==> src/rtl/core/mmnf_pkg.sv <==
// Package for the min-max normalize frame block.
// Holds sizing constants, request codes, payload structs and the control state type.
// No dependencies.
package mmnf_pkg;

	// Frame store depth and sample width.
	localparam int MAX_PIXELS  = 4096;
	localparam int SAMPLE_BITS = 32;
	localparam int ADDR_W      = $clog2(MAX_PIXELS);
	localparam int CNT_W       = ADDR_W + 1;

	// Output grey level width and the divider step counter width.
	localparam int PIX_W  = 8;
	localparam int STEP_W = $clog2(PIX_W + 1);

	// Request codes.
	localparam logic REQ_LOAD = 1'b0;
	localparam logic REQ_EMIT = 1'b1;

	// One request transaction.
	typedef struct packed {
		logic               req_type;
		logic signed [31:0] sample_value;
		logic               last_sample;
	} req_t;

	// One result transaction.
	typedef struct packed {
		logic [PIX_W-1:0] pixel;
		logic             last_pixel;
		logic             flat_frame;
	} res_t;

	// Status returned by the serial divider.
	typedef struct packed {
		logic             done;
		logic [PIX_W-1:0] quo;
	} div_res_t;

	// Control sequence of one emit request.
	typedef enum logic [2:0] {
		ST_IDLE,
		ST_READ,
		ST_START,
		ST_DIV,
		ST_DONE
	} state_t;

endpackage

==> src/rtl/core/mmnf_div.sv <==
// Serial restoring divider: floor(num * 255 / den), one quotient bit per cycle.
// Depends on mmnf_pkg. Requires num <= den so that the quotient fits in PIX_W bits.
module mmnf_div (
	input  logic                           clk,
	input  logic                           arst_n,
	input  logic                           start,
	input  logic [mmnf_pkg::SAMPLE_BITS-1:0] num,
	input  logic [mmnf_pkg::SAMPLE_BITS-1:0] den,
	output mmnf_pkg::div_res_t             res
);
	import mmnf_pkg::*;

	logic [SAMPLE_BITS+PIX_W-1:0] prod;
	logic [SAMPLE_BITS-1:0]       rem_q;
	logic [SAMPLE_BITS-1:0]       den_q;
	logic [PIX_W-1:0]             low_q;
	logic [PIX_W-1:0]             quo_q;
	logic [STEP_W-1:0]            step_q;
	logic                         done_q;
	logic [SAMPLE_BITS:0]         trial;
	logic [SAMPLE_BITS+1:0]       diff;
	logic                         ge;

	// The dividend num * 255 is formed as num * 256 - num.
	assign prod = {num, {PIX_W{1'b0}}} - {{PIX_W{1'b0}}, num};

	// One trial subtraction per step; no borrow means the quotient bit is one.
	assign trial = {rem_q, low_q[PIX_W-1]};
	assign diff  = {1'b0, trial} - {2'b00, den_q};
	assign ge    = ~diff[SAMPLE_BITS+1];

	// Step counter and done pulse.
	always_ff @(posedge clk or negedge arst_n) begin
		if (!arst_n) begin
			step_q <= '0;
			done_q <= 1'b0;
		end else if (start) begin
			step_q <= STEP_W'(PIX_W);
			done_q <= 1'b0;
		end else begin
			done_q <= (step_q == STEP_W'(1));
			if (step_q != '0) begin
				step_q <= step_q - STEP_W'(1);
			end
		end
	end

	// Partial remainder and the shift registers for dividend and quotient bits.
	always_ff @(posedge clk) begin
		if (start) begin
			rem_q <= prod[SAMPLE_BITS+PIX_W-1:PIX_W];
			low_q <= prod[PIX_W-1:0];
			den_q <= den;
		end else if (step_q != '0) begin
			rem_q <= ge ? diff[SAMPLE_BITS-1:0] : trial[SAMPLE_BITS-1:0];
			low_q <= {low_q[PIX_W-2:0], 1'b0};
			quo_q <= {quo_q[PIX_W-2:0], ge};
		end
	end

	assign res.done = done_q;
	assign res.quo  = quo_q;

endmodule

==> config.mk <==
export PLATFORM = sky130hd
export DESIGN_NAME = mmnf_div
export DESIGN_NICKNAME = d
export VERILOG_FILES = /design/src/rtl/core/mmnf_pkg.sv /design/src/rtl/core/mmnf_div.sv
export SDC_FILE = /design/constraint.sdc
export NUM_CORES = 1
export LEC_CHECK = 0
export ABC_AREA = 1
export CAP_MARGIN = 40
export CORE_ASPECT_RATIO = 0.6
export CORE_UTILIZATION = 50
export CTS_CLUSTER_DIAMETER = 30
export DETAILED_ROUTE_END_ITERATION = 10
export DONT_BUFFER_PORTS = 1
export GPL_TIMING_DRIVEN = 0
export PLACE_DENSITY_LB_ADDON = 0.3
export SYNTH_ARGS = -nofsm -noshare
export SYNTH_HDL_FRONTEND = slang
export SYNTH_SLANG_ARGS = --single-unit
==> constraint.sdc <==
create_clock -name clk -period 2.2 [get_ports clk]
set_input_delay 0.11 -clock clk [delete_from_list [all_inputs] [get_ports clk]]
set_output_delay 0.11 -clock clk [all_outputs]
set_load 0.01 [all_outputs]
Yosys cells after proc, flatten, opt, wreduce, memory -nomap -nowiden
Cells that the tools add are included.
{ "word_totals": {"register_bits": 85, "elab_cells": 23} }
{ "op_classes": {"n_addsub": 3, "n_eq_ne": 1, "mux": 8, "bitwise_logic": 2, "n_reduce_logical": 3} }
{ "op_table": {"columns": ["op", "n"], "rows": [
  ["$mux W32", 3],
  ["$sub A40 B32 Y40", 1],
  ["$sub A33 B32 Y34", 1],
  ["$mux W8", 2],
  ["$mux W4", 2],
  ["$eq A4 B1 Y1 const B", 1],
  ["$reduce_bool A4 Y1", 1],
  ["$sub A4 B1 Y4 const B", 1],
  ["$not A1 Y1", 2],
  ["$reduce_and A2 Y1", 1],
  ["$reduce_bool A2 Y1", 1],
  ["$mux W1", 1]
]} }

Logic depth before layout (Yosys ltp)
{ "depth": {"word_depth": 4, "depth_mapped": 17, "depth_no_buf": 16} }

Worst setup path after synthesis
No wires, ideal clock.
{ "synth_path": {"path_kind": "register -> register", "startpoint": "reg low_q[7]", "endpoint": "reg rem_q[28] (data pin)", "setup_time_ns": 0.253, "arrival_ns": 1.847, "t_required_ns": 1.947, "setup_slack_ns": 0.101, "stages_incl_launch_ff": 17, "period_less_slack_ns": 2.099, "cell_sequence": "edfxtp_1 inv_1 ha_1 inv_1 fa_1 nand3_1 nand3_1 nand2_1 nand2_1 nand2_1 nand2_1 nand2_1 nand2_1 nand2_1 nand3_2 nand2_1 nand2_1"} }
{ "synth_between": {"elab_chain_len": 4} }
{ "synth_rtl": {"columns": ["item", "line_no", "source"], "rows": [
  ["start: declaration", "mmnf_div.sv:16", "logic [PIX_W-1:0] low_q;"],
  ["start signal: assignment", "mmnf_div.sv:52", "low_q <= prod[PIX_W-1:0];"],
  ["start signal: assignment", "mmnf_div.sv:56", "low_q <= {low_q[PIX_W-2:0], 1'b0};"],
  ["$sub A33 B32 Y34", "mmnf_div.sv:29", "assign diff = {1'b0, trial} - {2'b00, den_q};"],
  ["$mux W32", "mmnf_div.sv:55", "rem_q <= ge ? diff[SAMPLE_BITS-1:0] : trial[SAMPLE_BITS-1:0];"],
  ["$mux W32", "mmnf_div.sv:54", "end else if (step_q != '0) begin"],
  ["$mux W32", "mmnf_div.sv:50", "if (start) begin"],
  ["end signal: assignment", "mmnf_div.sv:51", "rem_q <= prod[SAMPLE_BITS+PIX_W-1:PIX_W];"],
  ["end signal: assignment", "mmnf_div.sv:55", null],
  ["end: declaration", "mmnf_div.sv:14", "logic [SAMPLE_BITS-1:0] rem_q;"]
]} }
Every way passes these cells. The select of a mux whose other input is x is not followed.
A chain may end at the register's enable or synchronous reset.

Worst setup path after layout
{ "layout_path": {"startpoint": "reg low_q[7]", "endpoint": "reg rem_q[10] (data pin)"} }
Same word-level chain as after synthesis.

==> run summary <==
* combinational share of power: 0.695
* length of the first detailed-routing pass in iterations: 6
* Cells after DPL: 1562
* TritonCTS clock tree: yes
* sequential cell area: 2527 um^2
* Synth warnings: 0
* synthesized instance count: 1333
* crit path max fanout: 3
* most common cell after layout, fill and taps aside: sky130_fd_sc_hd__nand2_1
* clk_skew: 0.01255 ns
* Avg Cell Area, Syn: 6.493 um^2
* row count: 36
* clock slew at reported path FFs: 0.07 ns
* Sw Share: 0.4819
* final weighted congestion in routability-driven placement: 0.9879
* number of distinct library cells after synthesis: 41
* drt wl/cell: 18.10 um
* initial detailed-routing violation count: 1002
* combined area of the multi-input logic cells: 6073 um^2
* Max-cap violations: 0
* post-synth design cell area: 8656 um^2
* Final Hold Viols: 0
* NetSw: 6.995 mW
* final number of setup-violating endpoints: 32
* violations in the final reports: negative setup slack
* library cell with the largest summed area after synthesis: sky130_fd_sc_hd__edfxtp_1
* final core utilization: 0.6756
* CP startpoint kind: flop
* ANT cells: 0
* fraction of post-synthesis cell area in the top cell type by area: 0.2775
* Hold/Removal Path Class: input pin to asynchronous set/reset pin
* count of input and output buffers: 0
* vias per std cell: 5.551
* CP Data Required Time: 2.33 ns
* total count of max-transition violations in the final report: 0
* number of nets in the final layout: 1557
* Area Growth Syn to Fin: 29.39%
* pwr dens: 1296 nW/um^2
* DIE AREA: 17860 um^2
* core region area: 16580 um^2
* Seq/Total Area, Yosys: 0.2920
* Top Ports: 76
* antenna-violating nets left: 0
* element type at the critical path end: flop
* Power Internal: 7.520 mW
* total of flip-flops plus latches after synthesis: 85
* total negative slack for setup checks: -3.639 ns
* vias in the first global route: 8485
* horizontal die dimension: 171.9 um
* Reg power frac: 0.201
* highest-count cells in the layout ignoring fill and taps: sky130_fd_sc_hd__nand2_1 (391), sky130_fd_sc_hd__inv_1 (244), sky130_fd_sc_hd__nor2_1 (86)
* top area cells in the synthesized netlist: sky130_fd_sc_hd__edfxtp_1 (28%), sky130_fd_sc_hd__nand2_1 (20%), sky130_fd_sc_hd__inv_1 (11%)
* unrepaired setup endpoints after global routing: yes
* maximum number of pins on one net before global-route repair: 40
* share of final-layout standard cells stronger than drive strength 1: 0.2029
* outcome: complete, but fails checks
* Net Count, Synth: 1461
* total routing usage reported by global routing: 0.3349
* fin worst setup slack: -0.1812 ns
* number of filler instances in the final layout: 1397
* static power due to leakage: 5.607 nW
* count of flip-flops with a built-in enable after synthesis: 80
* initial cell density of the core: 0.5222
* fmax: 420.0 MHz
* slew at the pin closest to its max-slew limit: 0.5288 ns
* post-route cell area: 11200 um^2
* worst setup slack before clock tree synthesis: -0.4005 ns
* part of the total power dissipated in the clock network: 0.104
* overall routed net length: 30080 um
* arrival time of data at the critical path endpoint: 2.51 ns
* Max transition margin: 0.6463
* Die Y-Extent: 103.9 um
* sum of overflow across all layers after global routing: 0
* area after detailed placement: 8961 um^2
* Root Buffer: sky130_fd_sc_hd__clkbuf_16
* fin crit share: 1.082
* worst vdd ir: 0.0007044 V
* async set-reset flop share out of synthesis: 0.05882
* Tmin final: 2.381 ns
* largest buffer count on any clock path: 2
* H-tree depth: 3
* initial antenna violation count: 0
* Worst-Skew Late Latency: 0.37 ns
* post-layout instance count excluding filler cells: 1662
* Via Count: 9226
* global-route wire length before repair: 45280 um
* TritonCTS sink count: 85
* top flip-flop cell by instance count after synthesis: sky130_fd_sc_hd__edfxtp_1
* sum of net half-perimeters after detailed placement: 21750 um
* DRC Markers: 0
* cts bufs inserted: 9
* Setup CP Type: flop to flop
## worst paths after layout
check	startpoint	end	slack (ns)	cells past startpoint
worst max-delay path	low_q[7]	rem_q[10]	-0.18	12
worst min-delay path	arst_n	done_q	0.03	1
worst max register to register	low_q[7]	rem_q[10]	-0.18	12
worst min register to register	low_q[0]	low_q[1]	0.52	2
max in group asynchronous	arst_n	step_q[1]	1.99	1
min in group clk	num[5]	low_q[5]	0.04	2
## routing by layer
layer	track usage	wire length (um)	part of all wire	vias up
li1	-	-	-	4411
met1	0.4777	13560	0.45	4257
met2	0.4798	12270	0.41	498
met3	0.1324	3712	0.12	60
met4	0.05247	535	0.018	0
met5	0	0	0	-
## metrics by stage
stage          hold WS, ns  power [mW]
6_report           0.02652       14.52
5_1_grt            0.03967       15.33
3_3_place_gp       -0.1854       8.927
2_1_floorplan      -0.1856       7.499
3_5_place_dp       -0.1854       9.053
4_1_cts            0.02757       12.59
## repair_timing
| action | 4_1_cts | 5_1_grt |
|---|---|---|
| setup buffers | 32 | 12 |
| endpoints found under the hold margin | 70 | 0 |
| pin swaps | 35 | 55 |
| hold buffers | 35 | 0 |
| endpoints found under the setup margin | 32 | 33 |
| resized for setup | 111 | 132 |
| cloned | 5 | 1 |
## synthesized netlist by cell type (all sizes together) (17+ instances only)
cell    number
inv        257
xnor2       17
edfxtp      80
nand2      477
nor2       110
ha          60
nand3b      29
nand4       17
a21oi       55
buf         17
o21ai       36
nand3      125
## registers in the layout, summed over array words and instances, names as in the netlist
register	flops
quo_q	8
rem_q	32
done_q	1
step_q	4
den_q	32
low_q	8
## worst max-delay path, stage by stage (launching register included)
cell and delay (ns):
sky130_fd_sc_hd__edfxtp_1 0.40, sky130_fd_sc_hd__inv_1 0.09, sky130_fd_sc_hd__ha_2 0.17, sky130_fd_sc_hd__inv_2 0.04
sky130_fd_sc_hd__fa_2 0.38, sky130_fd_sc_hd__buf_6 0.14, sky130_fd_sc_hd__nand3_2 0.06, sky130_fd_sc_hd__nand3b_1 0.25
sky130_fd_sc_hd__buf_4 0.25, sky130_fd_sc_hd__xnor2_2 0.14, sky130_fd_sc_hd__nand2_1 0.09, sky130_fd_sc_hd__nand3_2 0.08
sky130_fd_sc_hd__nand2_1 0.05
## cell families after synthesis
| group | share of synthesized area |
|---|---|
| AND/OR/NAND/NOR | 0.3939 |
| buffers and inverters | 0.1308 |
| AO/OA/AOI/OAI | 0.06389 |
| flip-flops | 0.2920 |
| adder cells (fa/ha/maj) | 0.08904 |
| XOR/XNOR | 0.03036 |
## final cells by class
cell class / instances / share of cell area
sequential: 85 / 0.2257
multi-input combinational: 972 / 0.5423
inverter: 257 / 0.08636
clock inverter: 7 / 0.005139
timing repair buffer: 85 / 0.07753
tap: 228 / 0.02547
clock buffer: 9 / 0.02011
buffer: 19 / 0.01743
## power by group through the flow
stage                     clock (mW)  sequential [mW]  combinational (mW)
after floorplan                    0             2.62                4.87
after global placement             0             2.78                6.15
after detailed placement           0             2.78                6.27
after CTS                       1.51             2.89                8.19
after global routing            1.58             2.94                10.8
final                           1.52             2.91                10.1
No activity file was read; power rests on OpenSTA's default activity.
